===== config.mk =====
export PLATFORM = sky130hd
export DESIGN_NAME = solenoid_stroke_end_detector_core_flat
export DESIGN_NICKNAME = d
export VERILOG_FILES = /design/src/rtl/ssed_pkg.sv /design/src/rtl/ssed_req_if.sv /design/src/rtl/ssed_res_if.sv /design/src/rtl/solenoid_stroke_end_detector_core.sv /design/src/rtl/ssed_div.sv /design/src/flat_wrapper.sv
export SDC_FILE = /design/constraint.sdc
export NUM_CORES = 2
export LEC_CHECK = 0
export BUFFER_PORTS_ARGS = -buffer_cell sky130_fd_sc_hd__buf_2
export CAP_MARGIN = 25
export CORE_MARGIN = 3
export CORE_UTILIZATION = 26
export CTS_BUF_LIST = sky130_fd_sc_hd__clkbuf_4 sky130_fd_sc_hd__clkbuf_8
export DETAILED_ROUTE_END_ITERATION = 12
export PLACE_DENSITY = 0.49
export SYNTH_ARGS = -nofsm -noshare
export SYNTH_HDL_FRONTEND = slang
export SYNTH_SLANG_ARGS = --single-unit

===== constraint.sdc =====
create_clock -name i_clk -period 18.2 [get_ports i_clk]
set_clock_uncertainty 0.1 [all_clocks]
set_input_delay 2.73 -clock i_clk [delete_from_list [all_inputs] [get_ports i_clk]]
set_output_delay 2.73 -clock i_clk [all_outputs]
set_load 0.05 [all_outputs]

===== src/rtl/ssed_pkg.sv =====
// Shared types and constants of the solenoid stroke-end detector.
// Used by the channel interfaces, the serial divider, the core and its checker.
`default_nettype none
package ssed_pkg;

    // field widths
    localparam int REQ_W      = 2;
    localparam int TIME_W     = 32;
    localparam int SAMPLE_W   = 16;
    localparam int VBAT_W     = 16;
    localparam int MODE_W     = 2;
    localparam int ETC_W      = 20;
    localparam int LIM_W      = 16;
    localparam int LEVEL_W    = 15;
    localparam int CFG_IDX_W  = 3;
    localparam int CFG_DATA_W = 20;

    // rounded battery volts, clamped stroke time, volts x time product
    localparam int VOLT_W  = 9;
    localparam int CLAMP_W = ETC_W + 1;
    localparam int PROD_W  = CLAMP_W + VOLT_W;

    // slope test: numerator = dI * 1000 * 256, divided by dt
    localparam int NUM_W = 34;
    localparam int S29_W = NUM_W + 5;

    // request codes
    localparam logic [REQ_W-1:0] REQ_TICK      = 2'd0;
    localparam logic [REQ_W-1:0] REQ_EXTEND    = 2'd1;
    localparam logic [REQ_W-1:0] REQ_DISCHARGE = 2'd2;
    localparam logic [REQ_W-1:0] REQ_RETRACT   = 2'd3;

    // pusher modes
    localparam logic [MODE_W-1:0] MODE_PASSIVE   = 2'd0;
    localparam logic [MODE_W-1:0] MODE_EXTEND    = 2'd1;
    localparam logic [MODE_W-1:0] MODE_DISCHARGE = 2'd2;

    // configuration register indexes
    localparam logic [CFG_IDX_W-1:0] CFG_ENABLE      = 3'd0;
    localparam logic [CFG_IDX_W-1:0] CFG_EXT_CONST   = 3'd1;
    localparam logic [CFG_IDX_W-1:0] CFG_RET_TIMEOUT = 3'd2;
    localparam logic [CFG_IDX_W-1:0] CFG_RET_WINDOW  = 3'd3;
    localparam logic [CFG_IDX_W-1:0] CFG_EXT_LEVEL   = 3'd4;
    localparam logic [CFG_IDX_W-1:0] CFG_EXT_JUMP    = 3'd5;
    localparam logic [CFG_IDX_W-1:0] CFG_RET_LEVEL   = 3'd6;
    localparam logic [CFG_IDX_W-1:0] CFG_RET_JUMP    = 3'd7;

    // configuration reset values
    localparam logic [ETC_W-1:0]   EXT_CONST_RST   = 20'd460000;
    localparam logic [LIM_W-1:0]   RET_TIMEOUT_RST = 16'd20000;
    localparam logic [LIM_W-1:0]   RET_WINDOW_RST  = 16'd10000;
    localparam logic [LEVEL_W-1:0] EXT_LEVEL_RST   = 15'd20000;
    localparam logic [LIM_W-1:0]   EXT_JUMP_RST    = 16'd15000;
    localparam logic [LEVEL_W-1:0] RET_LEVEL_RST   = 15'd15000;
    localparam logic [LIM_W-1:0]   RET_JUMP_RST    = 16'd10000;

    // arithmetic constants
    localparam logic [VBAT_W:0]    VBAT_ROUND  = 17'd128;
    localparam logic [9:0]         SLOPE_GAIN  = 10'd1000;
    localparam logic [4:0]         LIMIT_DIV   = 5'd29;
    localparam logic [TIME_W-1:0]  CLOSE_DT    = 32'd200;
    // late window start when the timeout saturates at all ones: 2/3 of 2^32-1
    localparam logic [TIME_W-1:0]  NOVOLT_LATE = 32'hAAAAAAAA;
    localparam logic [CLAMP_W-1:0] TIME_SAT    = 21'h100000;

    typedef struct packed {
        logic busy;
        logic done;
    } t_div_stat;

endpackage
`default_nettype wire


===== src/rtl/ssed_req_if.sv =====
// Request channel of the stroke-end detector: valid/ready plus request fields.
// Depends on ssed_pkg for field widths.
`default_nettype none
interface ssed_req_if;
    logic                               valid;
    logic                               ready;
    logic [ssed_pkg::REQ_W-1:0]         req_type;
    logic [ssed_pkg::TIME_W-1:0]        time_us;
    logic signed [ssed_pkg::SAMPLE_W-1:0] solenoid_current;
    logic signed [ssed_pkg::SAMPLE_W-1:0] accel_y;
    logic [ssed_pkg::VBAT_W-1:0]        battery_voltage;

    modport source (
        output valid, req_type, time_us, solenoid_current, accel_y, battery_voltage,
        input  ready
    );
    modport sink (
        input  valid, req_type, time_us, solenoid_current, accel_y, battery_voltage,
        output ready
    );
endinterface
`default_nettype wire


===== src/rtl/ssed_res_if.sv =====
// Result channel of the stroke-end detector: valid/ready plus drive and status.
// Depends on ssed_pkg for field widths.
`default_nettype none
interface ssed_res_if;
    logic                        valid;
    logic                        ready;
    logic                        drive_in1;
    logic                        drive_in2;
    logic [ssed_pkg::MODE_W-1:0] pusher_mode;
    logic                        fully_extended;
    logic                        fully_retracted;

    modport source (
        output valid, drive_in1, drive_in2, pusher_mode, fully_extended, fully_retracted,
        input  ready
    );
    modport sink (
        input  valid, drive_in1, drive_in2, pusher_mode, fully_extended, fully_retracted,
        output ready
    );
endinterface
`default_nettype wire


===== src/rtl/solenoid_stroke_end_detector_core.sv =====
// Solenoid pusher stroke-end detector, top level.
// Depends on ssed_pkg, ssed_req_if, ssed_res_if and ssed_div.
//
// Usage:
//  - i_req (valid/ready) carries one request: a sample tick with time, current,
//    accel and battery voltage, or an extend / discharge / retract command.
//  - o_res (valid/ready) returns one result per request: H-bridge levels, the
//    pusher mode and the fully-extended / fully-retracted flags after it.
//  - i_cfg_we/i_cfg_idx/i_cfg_data write the eight settings; write only while
//    no request is in flight.
// Path from request accept to result valid:
//  - commands, passive and discharging ticks: ST_EVAL, then ST_DONE.
//  - extending ticks: ST_EVAL, ST_MUL, ST_DONE; the bit-serial volts x time multiply
//    by the 9-bit volts tests the timeout and the start of the late window.
//  - late-window ticks that reach the current slope test: ST_DIV follows ST_MUL;
//    the bit-serial divider forms the slope.
//  One request is in work at a time; i_req.ready returns the cycle after the
//  result loads.
// Reset: settings take their defaults, mode passive, retracted flag set,
//  timers and sample history cleared, no result pending.
// Stall: a finished result waits in the output register; the next request is
//  still taken and worked, then held until the output register frees.
`default_nettype none
module solenoid_stroke_end_detector_core (
    input  wire logic                             i_clk,
    input  wire logic                             i_rst_n,
    ssed_req_if.sink                              i_req,
    ssed_res_if.source                            o_res,
    input  wire logic                             i_cfg_we,
    input  wire logic [ssed_pkg::CFG_IDX_W-1:0]   i_cfg_idx,
    input  wire logic [ssed_pkg::CFG_DATA_W-1:0]  i_cfg_data
);
    localparam int T_W   = ssed_pkg::TIME_W;
    localparam int S_W   = ssed_pkg::SAMPLE_W;
    localparam int P_W   = ssed_pkg::PROD_W;
    localparam int V_W   = ssed_pkg::VOLT_W;
    localparam int C_W   = ssed_pkg::CLAMP_W;
    localparam int E_W   = ssed_pkg::ETC_W;
    localparam int MCNT_W = $clog2(V_W + 1);

    typedef enum logic [4:0] {
        ST_IDLE = 5'b00001,
        ST_EVAL = 5'b00010,
        ST_MUL  = 5'b00100,
        ST_DIV  = 5'b01000,
        ST_DONE = 5'b10000
    } t_state;

    // settings
    logic                              r_enable;
    logic [E_W-1:0]                    r_etc;
    logic [ssed_pkg::LIM_W-1:0]        r_rto, r_rwin, r_aej, r_arj;
    logic [ssed_pkg::LEVEL_W-1:0]      r_ael, r_arl;

    // pusher state
    t_state                            r_state, n_state;
    logic [ssed_pkg::MODE_W-1:0]       r_mode, n_mode;
    logic                              r_ext_flag, n_ext_flag;
    logic                              r_ret_flag, n_ret_flag;
    logic [T_W-1:0]                    r_ext_start, n_ext_start;
    logic [T_W-1:0]                    r_ret_start, n_ret_start;
    logic signed [S_W-1:0]             r_ch0, r_ch1;
    logic [T_W-1:0]                    r_th0, r_th1;
    logic signed [S_W-1:0]             r_prev_acc;
    logic                              do_shift;

    // latched request
    logic [ssed_pkg::REQ_W-1:0]        r_req;
    logic [T_W-1:0]                    r_now;
    logic signed [S_W-1:0]             r_cur, r_acc;
    logic [ssed_pkg::VBAT_W-1:0]       r_vbat;

    // serial multiplier: volts x (t+1) and volts x ceil-window bound
    logic [MCNT_W-1:0]                 r_mul_cnt, n_mul_cnt;
    logic [V_W-1:0]                    r_mplier, n_mplier;
    logic [P_W-1:0]                    r_mcand_a, n_mcand_a, r_mcand_b, n_mcand_b;
    logic [P_W-1:0]                    r_prod_a, n_prod_a, r_prod_b, n_prod_b;

    // output register
    logic                              r_out_valid, n_out_valid;
    logic                              r_out_in1, r_out_in2, r_out_ext, r_out_ret;
    logic [ssed_pkg::MODE_W-1:0]       r_out_mode;
    logic                              load_out;

    // datapath terms
    logic                              in_ready, accept;
    logic [ssed_pkg::VBAT_W:0]         vsum;
    logic [V_W-1:0]                    volts;
    logic                              vzero;
    logic [T_W-1:0]                    t_ext, t_ret, dt;
    logic                              dt_close;
    logic                              big_t;
    logic [C_W:0]                      m_full;
    logic [C_W-1:0]                    a_sat, m_sat;
    logic                              ext_hit, late;
    logic signed [S_W:0]               cur_diff, acc_x, prev_x, acc_diff;
    logic signed [S_W:0]               ael_x, aej_x, arl_x, arj_x;
    logic                              diff_pos, spike, dip;
    logic [ssed_pkg::NUM_W-1:0]        slope_num;
    logic [ssed_pkg::S29_W-1:0]        quo29;
    logic                              slope_hit;

    // divider link
    logic                              div_start;
    ssed_pkg::t_div_stat               div_stat;
    logic [ssed_pkg::NUM_W-1:0]        div_quo;

    ssed_div #(
        .P_NUM_W (ssed_pkg::NUM_W),
        .P_DEN_W (ssed_pkg::TIME_W)
    ) u_div (
        .i_clk   (i_clk),
        .i_rst_n (i_rst_n),
        .i_start (div_start),
        .i_num   (slope_num),
        .i_den   (dt),
        .o_stat  (div_stat),
        .o_quo   (div_quo)
    );

    assign in_ready    = r_state == ST_IDLE;
    assign i_req.ready = in_ready;
    assign accept      = i_req.valid && in_ready;

    // ---------------------------------------------------------------
    // Tick arithmetic on the latched request
    // ---------------------------------------------------------------
    always_comb begin
        vsum  = {1'b0, r_vbat} + ssed_pkg::VBAT_ROUND;
        volts = vsum[ssed_pkg::VBAT_W:8];
        vzero = volts == '0;

        t_ext = r_now - r_ext_start;
        t_ret = r_now - r_ret_start;

        // T = etc / volts never exceeds 2^20 - 1, so times past 2^20 clamp
        // without changing either compare.
        //   t >= T           <=> etc < volts * (t + 1)
        //   t >= floor(2T/3) <=> etc < volts * floor((3t + 4) / 2)
        big_t  = |t_ext[T_W-1:E_W];
        a_sat  = big_t ? ssed_pkg::TIME_SAT : ({1'b0, t_ext[E_W-1:0]} + C_W'(1));
        m_full = ({2'b00, t_ext[E_W-1:0]} + {1'b0, t_ext[E_W-1:0], 1'b0}
                  + (C_W + 1)'(4));
        m_sat  = (big_t || (m_full[C_W:1] > ssed_pkg::TIME_SAT))
                 ? ssed_pkg::TIME_SAT : m_full[C_W:1];

        ext_hit = vzero ? (t_ext == '1) : (P_W'(r_etc) < r_prod_a);
        late    = vzero ? (t_ext >= ssed_pkg::NOVOLT_LATE) : (P_W'(r_etc) < r_prod_b);

        // signed dt; negative counts as close
        dt       = r_now - r_th1;
        dt_close = dt[T_W-1] || (dt < ssed_pkg::CLOSE_DT);

        cur_diff = {r_cur[S_W-1], r_cur} - {r_ch1[S_W-1], r_ch1};
        diff_pos = !cur_diff[S_W] && (cur_diff != '0);
        slope_num = {26'(cur_diff[S_W-1:0]) * 26'(ssed_pkg::SLOPE_GAIN), 8'b0};

        acc_x    = {r_acc[S_W-1], r_acc};
        prev_x   = {r_prev_acc[S_W-1], r_prev_acc};
        acc_diff = acc_x - prev_x;
        ael_x    = {2'b00, r_ael};
        aej_x    = {1'b0, r_aej};
        arl_x    = {2'b00, r_arl};
        arj_x    = {1'b0, r_arj};
        spike    = (acc_x > ael_x) && (acc_diff > aej_x);
        dip      = (acc_x < -arl_x) && (acc_diff < -arj_x);

        // slope > floor(vbat*256/29)  <=>  29 * floor(num/dt) > vbat*256
        quo29     = ssed_pkg::S29_W'(div_quo) * ssed_pkg::S29_W'(ssed_pkg::LIMIT_DIV);
        slope_hit = quo29 > ssed_pkg::S29_W'({r_vbat, 8'b0});
    end

    // ---------------------------------------------------------------
    // Sequencer
    // ---------------------------------------------------------------
    always_comb begin
        n_state     = r_state;
        n_mode      = r_mode;
        n_ext_flag  = r_ext_flag;
        n_ret_flag  = r_ret_flag;
        n_ext_start = r_ext_start;
        n_ret_start = r_ret_start;
        n_mul_cnt   = r_mul_cnt;
        n_mplier    = r_mplier;
        n_mcand_a   = r_mcand_a;
        n_mcand_b   = r_mcand_b;
        n_prod_a    = r_prod_a;
        n_prod_b    = r_prod_b;
        do_shift    = 1'b0;
        div_start   = 1'b0;
        load_out    = 1'b0;

        unique case (r_state)
            ST_IDLE: begin
                if (i_req.valid) begin
                    n_state = ST_EVAL;
                end
            end
            ST_EVAL: begin
                if (r_req != ssed_pkg::REQ_TICK) begin
                    if (r_enable) begin
                        unique case (r_req)
                            ssed_pkg::REQ_EXTEND: begin
                                n_ret_flag = 1'b0;
                                if (r_mode != ssed_pkg::MODE_EXTEND) begin
                                    n_ext_start = r_now;
                                end
                                n_mode = ssed_pkg::MODE_EXTEND;
                            end
                            ssed_pkg::REQ_DISCHARGE: begin
                                n_ext_flag = 1'b0;
                                if (r_mode != ssed_pkg::MODE_DISCHARGE) begin
                                    n_ret_start = r_now;
                                end
                                n_mode = ssed_pkg::MODE_DISCHARGE;
                            end
                            default: begin
                                n_ext_flag = 1'b0;
                                if (r_mode == ssed_pkg::MODE_EXTEND) begin
                                    n_ret_start = r_now;
                                end
                                n_mode = ssed_pkg::MODE_PASSIVE;
                            end
                        endcase
                    end
                    n_state = ST_DONE;
                end else if (r_mode == ssed_pkg::MODE_EXTEND) begin
                    n_mul_cnt = MCNT_W'(V_W);
                    n_mplier  = volts;
                    n_mcand_a = P_W'(a_sat);
                    n_mcand_b = P_W'(m_sat);
                    n_prod_a  = '0;
                    n_prod_b  = '0;
                    n_state   = ST_MUL;
                end else begin
                    if (r_mode == ssed_pkg::MODE_PASSIVE) begin
                        if (t_ret >= T_W'(r_rto)) begin
                            n_ret_flag = 1'b1;
                        end else if ((t_ret >= T_W'(r_rwin)) && dip) begin
                            n_ret_flag = 1'b1;
                        end
                    end
                    do_shift = 1'b1;
                    n_state  = ST_DONE;
                end
            end
            ST_MUL: begin
                if (r_mul_cnt != '0) begin
                    if (r_mplier[0]) begin
                        n_prod_a = r_prod_a + r_mcand_a;
                        n_prod_b = r_prod_b + r_mcand_b;
                    end
                    n_mcand_a = r_mcand_a << 1;
                    n_mcand_b = r_mcand_b << 1;
                    n_mplier  = r_mplier >> 1;
                    n_mul_cnt = r_mul_cnt - 1'b1;
                end else if (ext_hit) begin
                    n_ext_flag = 1'b1;
                    do_shift   = 1'b1;
                    n_state    = ST_DONE;
                end else if (late) begin
                    if (dt_close) begin
                        // too close to the older recorded tick: no change at all
                        n_state = ST_DONE;
                    end else if (spike) begin
                        n_ext_flag = 1'b1;
                        do_shift   = 1'b1;
                        n_state    = ST_DONE;
                    end else if (!diff_pos) begin
                        do_shift = 1'b1;
                        n_state  = ST_DONE;
                    end else begin
                        div_start = 1'b1;
                        n_state   = ST_DIV;
                    end
                end else begin
                    do_shift = 1'b1;
                    n_state  = ST_DONE;
                end
            end
            ST_DIV: begin
                if (div_stat.done) begin
                    if (slope_hit) begin
                        n_ext_flag = 1'b1;
                    end
                    do_shift = 1'b1;
                    n_state  = ST_DONE;
                end
            end
            ST_DONE: begin
                if (!r_out_valid || o_res.ready) begin
                    load_out = 1'b1;
                    n_state  = ST_IDLE;
                end
            end
            default: begin
                n_state = ST_IDLE;
            end
        endcase

        if (load_out) begin
            n_out_valid = 1'b1;
        end else if (o_res.ready) begin
            n_out_valid = 1'b0;
        end else begin
            n_out_valid = r_out_valid;
        end
    end

    // control, settings and pusher state
    always_ff @(posedge i_clk) begin
        if (!i_rst_n) begin
            r_state     <= ST_IDLE;
            r_enable    <= 1'b0;
            r_etc       <= ssed_pkg::EXT_CONST_RST;
            r_rto       <= ssed_pkg::RET_TIMEOUT_RST;
            r_rwin      <= ssed_pkg::RET_WINDOW_RST;
            r_ael       <= ssed_pkg::EXT_LEVEL_RST;
            r_aej       <= ssed_pkg::EXT_JUMP_RST;
            r_arl       <= ssed_pkg::RET_LEVEL_RST;
            r_arj       <= ssed_pkg::RET_JUMP_RST;
            r_mode      <= ssed_pkg::MODE_PASSIVE;
            r_ext_flag  <= 1'b0;
            r_ret_flag  <= 1'b1;
            r_ext_start <= '0;
            r_ret_start <= '0;
            r_ch0       <= '0;
            r_ch1       <= '0;
            r_th0       <= '0;
            r_th1       <= '0;
            r_prev_acc  <= '0;
            r_mul_cnt   <= '0;
            r_out_valid <= 1'b0;
        end else begin
            r_state     <= n_state;
            r_mode      <= n_mode;
            r_ext_flag  <= n_ext_flag;
            r_ret_flag  <= n_ret_flag;
            r_ext_start <= n_ext_start;
            r_ret_start <= n_ret_start;
            r_mul_cnt   <= n_mul_cnt;
            r_out_valid <= n_out_valid;
            if (do_shift) begin
                r_ch1      <= r_ch0;
                r_ch0      <= r_cur;
                r_th1      <= r_th0;
                r_th0      <= r_now;
                r_prev_acc <= r_acc;
            end
            if (i_cfg_we) begin
                unique case (i_cfg_idx)
                    ssed_pkg::CFG_ENABLE:      r_enable <= i_cfg_data[0];
                    ssed_pkg::CFG_EXT_CONST:   r_etc    <= i_cfg_data[E_W-1:0];
                    ssed_pkg::CFG_RET_TIMEOUT: r_rto    <= i_cfg_data[ssed_pkg::LIM_W-1:0];
                    ssed_pkg::CFG_RET_WINDOW:  r_rwin   <= i_cfg_data[ssed_pkg::LIM_W-1:0];
                    ssed_pkg::CFG_EXT_LEVEL:   r_ael    <= i_cfg_data[ssed_pkg::LEVEL_W-1:0];
                    ssed_pkg::CFG_EXT_JUMP:    r_aej    <= i_cfg_data[ssed_pkg::LIM_W-1:0];
                    ssed_pkg::CFG_RET_LEVEL:   r_arl    <= i_cfg_data[ssed_pkg::LEVEL_W-1:0];
                    ssed_pkg::CFG_RET_JUMP:    r_arj    <= i_cfg_data[ssed_pkg::LIM_W-1:0];
                    default: ;
                endcase
            end
        end
    end

    // payload: request latch, multiplier datapath, result register
    always_ff @(posedge i_clk) begin
        if (accept) begin
            r_req  <= i_req.req_type;
            r_now  <= i_req.time_us;
            r_cur  <= i_req.solenoid_current;
            r_acc  <= i_req.accel_y;
            r_vbat <= i_req.battery_voltage;
        end
        r_mplier  <= n_mplier;
        r_mcand_a <= n_mcand_a;
        r_mcand_b <= n_mcand_b;
        r_prod_a  <= n_prod_a;
        r_prod_b  <= n_prod_b;
        if (load_out) begin
            r_out_in1  <= r_mode == ssed_pkg::MODE_DISCHARGE;
            r_out_in2  <= r_mode == ssed_pkg::MODE_EXTEND;
            r_out_mode <= r_mode;
            r_out_ext  <= r_ext_flag;
            r_out_ret  <= r_ret_flag;
        end
    end

    assign o_res.valid           = r_out_valid;
    assign o_res.drive_in1       = r_out_in1;
    assign o_res.drive_in2       = r_out_in2;
    assign o_res.pusher_mode     = r_out_mode;
    assign o_res.fully_extended  = r_out_ext;
    assign o_res.fully_retracted = r_out_ret;
endmodule
`default_nettype wire


===== src/rtl/ssed_div.sv =====
// Bit-serial restoring divider, one quotient bit per cycle.
// Depends on ssed_pkg (t_div_stat, default widths).
`default_nettype none
module ssed_div #(
    parameter int P_NUM_W = ssed_pkg::NUM_W,
    parameter int P_DEN_W = ssed_pkg::TIME_W
) (
    input  wire logic                  i_clk,
    input  wire logic                  i_rst_n,
    input  wire logic                  i_start,
    input  wire logic [P_NUM_W-1:0]    i_num,
    input  wire logic [P_DEN_W-1:0]    i_den,
    output ssed_pkg::t_div_stat        o_stat,
    output logic      [P_NUM_W-1:0]    o_quo
);
    localparam int CNT_W = $clog2(P_NUM_W + 1);

    logic [CNT_W-1:0]   r_cnt;
    logic               r_done;
    logic [P_NUM_W-1:0] r_quo;
    logic [P_DEN_W-1:0] r_rem;
    logic [P_DEN_W-1:0] r_den;

    logic [P_DEN_W:0]   rem_sh;
    logic               q_bit;
    logic [P_DEN_W-1:0] n_rem;

    // shift in the next dividend bit, subtract when it fits
    always_comb begin
        rem_sh = {r_rem, r_quo[P_NUM_W-1]};
        q_bit  = rem_sh >= {1'b0, r_den};
        n_rem  = q_bit ? P_DEN_W'(rem_sh - {1'b0, r_den}) : P_DEN_W'(rem_sh);
    end

    always_ff @(posedge i_clk) begin
        if (!i_rst_n) begin
            r_cnt  <= '0;
            r_done <= 1'b0;
        end else begin
            r_done <= 1'b0;
            if (i_start) begin
                r_cnt <= CNT_W'(P_NUM_W);
            end else if (r_cnt != '0) begin
                r_cnt <= r_cnt - 1'b1;
                if (r_cnt == CNT_W'(1)) begin
                    r_done <= 1'b1;
                end
            end
        end
    end

    always_ff @(posedge i_clk) begin
        if (i_start) begin
            r_quo <= i_num;
            r_rem <= '0;
            r_den <= i_den;
        end else if (r_cnt != '0) begin
            r_quo <= {r_quo[P_NUM_W-2:0], q_bit};
            r_rem <= n_rem;
        end
    end

    assign o_stat.busy = r_cnt != '0;
    assign o_stat.done = r_done;
    assign o_quo       = r_quo;
endmodule
`default_nettype wire


===== src/flat_wrapper.sv =====
// flat-port wrapper written by rule: the top's interface ports become plain ports
module solenoid_stroke_end_detector_core_flat 
  (i_clk, i_rst_n, i_cfg_we, i_cfg_idx, i_cfg_data, i_req_valid, i_req_req_type, i_req_time_us, i_req_solenoid_current, i_req_accel_y, i_req_battery_voltage, i_req_ready, o_res_valid, o_res_drive_in1, o_res_drive_in2, o_res_pusher_mode, o_res_fully_extended, o_res_fully_retracted, o_res_ready);
  ssed_req_if i_req_i ();
  ssed_res_if o_res_i ();
  input  wire logic i_clk;
  input  wire logic i_rst_n;
  input  wire logic i_cfg_we;
  input  wire logic [ssed_pkg::CFG_IDX_W-1:0] i_cfg_idx;
  input  wire logic [ssed_pkg::CFG_DATA_W-1:0] i_cfg_data;
  input wire logic [$bits(i_req_i.valid)-1:0] i_req_valid;
  input wire logic [$bits(i_req_i.req_type)-1:0] i_req_req_type;
  input wire logic [$bits(i_req_i.time_us)-1:0] i_req_time_us;
  input wire logic [$bits(i_req_i.solenoid_current)-1:0] i_req_solenoid_current;
  input wire logic [$bits(i_req_i.accel_y)-1:0] i_req_accel_y;
  input wire logic [$bits(i_req_i.battery_voltage)-1:0] i_req_battery_voltage;
  output wire logic [$bits(i_req_i.ready)-1:0] i_req_ready;
  output wire logic [$bits(o_res_i.valid)-1:0] o_res_valid;
  output wire logic [$bits(o_res_i.drive_in1)-1:0] o_res_drive_in1;
  output wire logic [$bits(o_res_i.drive_in2)-1:0] o_res_drive_in2;
  output wire logic [$bits(o_res_i.pusher_mode)-1:0] o_res_pusher_mode;
  output wire logic [$bits(o_res_i.fully_extended)-1:0] o_res_fully_extended;
  output wire logic [$bits(o_res_i.fully_retracted)-1:0] o_res_fully_retracted;
  input wire logic [$bits(o_res_i.ready)-1:0] o_res_ready;
  assign i_req_i.valid = i_req_valid;
  assign i_req_i.req_type = i_req_req_type;
  assign i_req_i.time_us = i_req_time_us;
  assign i_req_i.solenoid_current = i_req_solenoid_current;
  assign i_req_i.accel_y = i_req_accel_y;
  assign i_req_i.battery_voltage = i_req_battery_voltage;
  assign i_req_ready = i_req_i.ready;
  assign o_res_valid = o_res_i.valid;
  assign o_res_drive_in1 = o_res_i.drive_in1;
  assign o_res_drive_in2 = o_res_i.drive_in2;
  assign o_res_pusher_mode = o_res_i.pusher_mode;
  assign o_res_fully_extended = o_res_i.fully_extended;
  assign o_res_fully_retracted = o_res_i.fully_retracted;
  assign o_res_i.ready = o_res_ready;
  solenoid_stroke_end_detector_core u_core (.i_clk(i_clk), .i_rst_n(i_rst_n), .i_req(i_req_i), .o_res(o_res_i), .i_cfg_we(i_cfg_we), .i_cfg_idx(i_cfg_idx), .i_cfg_data(i_cfg_data));
endmodule

==> impl_metrics.toml <==
[status]
outcome = "complete, no violations"

[synth]
synth_top_cell_by_area = "edfxtp_1"
synthesis.area_um2 = 48300
yosys.cell_count.top_type = "nand2_1"
seq_area_frac_synth_pct = 31.6
ys.warnings.count = 0
synth_edf_count = 272
synthTopCellsByCount = "805 x nand2_1, 654 x inv_1, 561 x ha_1"
post-synth-top-area-fraction_pct = 16.9
synth-seq-cells = 627
syn_area_per_cell_um2 = 8.74
synth_cells = 5522
synth_area_leaders = "edfxtp_1 17%, dfxtp_1 15%, ha_1 15%"
synth_cell_type_count = 99
synth_nets = 6319
async_flop_share_pct = 0
ys.flop_type = "dfxtp_1"

[place]
place_area_um2 = 51500
port_buffers = 117
gp_congestion = 0.835
hpwl_um = 101000
place_ws_ns = 10.68

[worst_setup_path]
r2r-end = "u_core.u_div.o_quo[32]"
cp-end-kind = "register"
worstPathRequired_ns = 18.65
crit_arrival_ns = 7.96
max_stage_delay_ns = 0.76
rrSetupSlack_ns = 10.69
setup.worst_path.start_class = "register"
slowest_stage = "xor2_1"
cp_max_fo = 7
path_class = "register to register"
worst_r2r_path_depth = 26
r2r_start = "u_core.r_cur[1]"

[cts]
cts_hold_buffers = 0
clock_latency_ns = 0.89
ctsResizeCount = 0
clk_pin_slew_ns = 0.07
cts_tree = "built"
cts_buffer_depth = 3
cts_buffers = 118
root_buffer = "clkbuf_8"
postCtsSetupBuffers = 0
cts_sinks = 627
cts_max_level = 3

[power]
power_frac_seq_pct = 18.1
p_sw_mw = 4.39
pwr-share-clk_pct = 17.4
p_total_mw = 9.51
leakage_nw = 23.8
p_int_mw = 5.12
ir_worst_vdd_v = 0.000203
power_frac_comb_pct = 64.6
p_sw_share_pct = 46.1
powerDensity_nw_per_um2 = 175

[route]
drt-initial-drc-count = 2026
avgViaCountPerCell = 4.70
post_drt_wl_per_cell_um = 16.3
drt-total-wl_um = 134000
vias = 38500
ant_nets = 0
drc_errors = 0
dr.pass1.iters = 5

[hold_path]
min_path_cells = 2
min_from = "u_core.r_th0[7]"
hold_path_class = "register to register"
whs_endpoint = "u_core.r_th1[7]"

[layout]
nets = 6418
fillerInstances = 19700
seqCellArea_um2 = 15300
syn2layout_area_growth_pct = 12.7
final_area_um2 = 54400
multi_input_area_um2 = 29800
drive_above_1_share_pct = 8.05

[global_routing]
grt_max_degree = 113
antenna_found_initial = 10
grt_usage_pct = 13.8
grt_pass1_wl_um = 211000
grt_pass1_vias = 37700
overflow = 0

[sta]
fmax_mhz = 133
finalCriticalPeriod_ns = 7.51
tightest_slew_ns = 1.03
hold_viol = 0
relSlewSlack_pct = 31.6
setup_tns_ns = 0
rsz0062_at_grt = "false"
setup_slack_ns = 10.69
period_share_pct = 41.3
finalSetupViolCount = 0
maxSlewViolCount = 0

[run]
maxCapViolCount = 0

[floorplanning]
io_pins = 118
rows = 157
die_h_um = 437
initial_core_util_pct = 26.3
die_area_um2 = 191000
die_w_um = 437
coreArea_um2 = 184000
## sequential cells by signal (all words and copies together) (netlist names), 20 cells and up
name,cells
u_core.r_th0,32
u_core.r_th1,32
u_core.r_now,32
u_core.r_mcand_b,30
u_core.r_prod_a,30
u_core.r_prod_b,30
u_core.u_div.r_rem,32
u_core.r_ext_start,32
u_core.u_div.o_quo,34
u_core.u_div.r_den,32
u_core.r_etc,20
u_core.r_mcand_a,30
u_core.r_ret_start,32
## through the flow
step	util (%)	hold slack, ns	cells
after global routing	29.6	0.377	8193
after global placement	28.0	0.333	7959
after CTS	29.6	0.328	8185
after floorplan	-	0.308	5522
after detailed placement	28.0	0.341	7961
final	29.6	0.330	8194
## cell families (layout without fill, tap and decap cells)
logic type      Yosys count  in the layout  share of synthesized area, %
flops                   627            627                          31.6
mux                     153            153                          3.20
fa+ha+maj               687            687                          19.8
compound gates         1212           1212                          17.0
buf+inv                 835           1038                          6.77
xor+xnor                267            267                          4.84
simple gates           1741           1741                          16.8
other cells               0              5                             0
## critical path, delay by kind of cell, from the launching register on
family,cells,cell delay [ns]
buf+inv,2,0.09
xor+xnor,2,0.94
compound gates,12,2.51
simple gates,3,0.41
mux,1,0.08
fa+ha+maj,6,2.60
flops,1,0.44
## how the worst max path moves through the flow
| stage | start | endpoint | slack (ns) | cells past startpoint |
|---|---|---|---|---|
| finish | u_core.r_cur[1] | u_core.u_div.o_quo[32] | 10.69 | 26 |
| global route | u_core.r_cur[1] | u_core.u_div.o_quo[32] | 9.89 | 26 |
| CTS | u_core.r_cur[1] | u_core.u_div.o_quo[32] | 10.62 | 26 |
| detailed placement | u_core.r_cur[1] | u_core.u_div.o_quo[32] | 10.68 | 26 |
| global placement | u_core.r_cur[1] | u_core.u_div.o_quo[32] | 10.84 | 26 |
| floorplan | u_core.r_cur[1] | u_core.u_div.o_quo[32] | 11.58 | 26 |
## power by group through the flow
stage	Combinational, mW	Clock, mW	Sequential (mW)
3_5_place_dp	6.15	0	1.75
3_3_place_gp	6.12	0	1.75
4_1_cts	6.20	1.72	1.72
6_report	6.14	1.65	1.72
5_1_grt	7.04	1.78	1.73
2_1_floorplan	4.81	0	1.71
## cells in the final DEF, fill, tap and decap left out, types with 116 or more instances in the layout
cell type	instances
a21boi_0	163
a21o_1	131
a21oi_1	269
buf_2	116
clkbuf_8	146
dfxtp_1	355
edfxtp_1	272
fa_1	126
ha_1	561
inv_1	654
mux2i_1	144
nand2_1	802
nor2_1	314
o21ai_0	207
xnor2_1	132
xor2_1	135
## metal layers
metal	GRT usage [%]	wire length, um
met1	18.4	63000
met5	0	26
met4	3.67	3170
met3	2.58	5820
met2	22.8	61900
## layout make-up
class                      count  area share [%]
inverter                     654            4.51
antenna                        5          0.0230
timing repair buffer         160            1.75
sequential                   627            28.1
multi-input combinational   4060            54.7
clock buffer                 185            4.23
clock inverter                39           0.996
tap                         2464            5.67
Power figures use the tool's default switching activity.
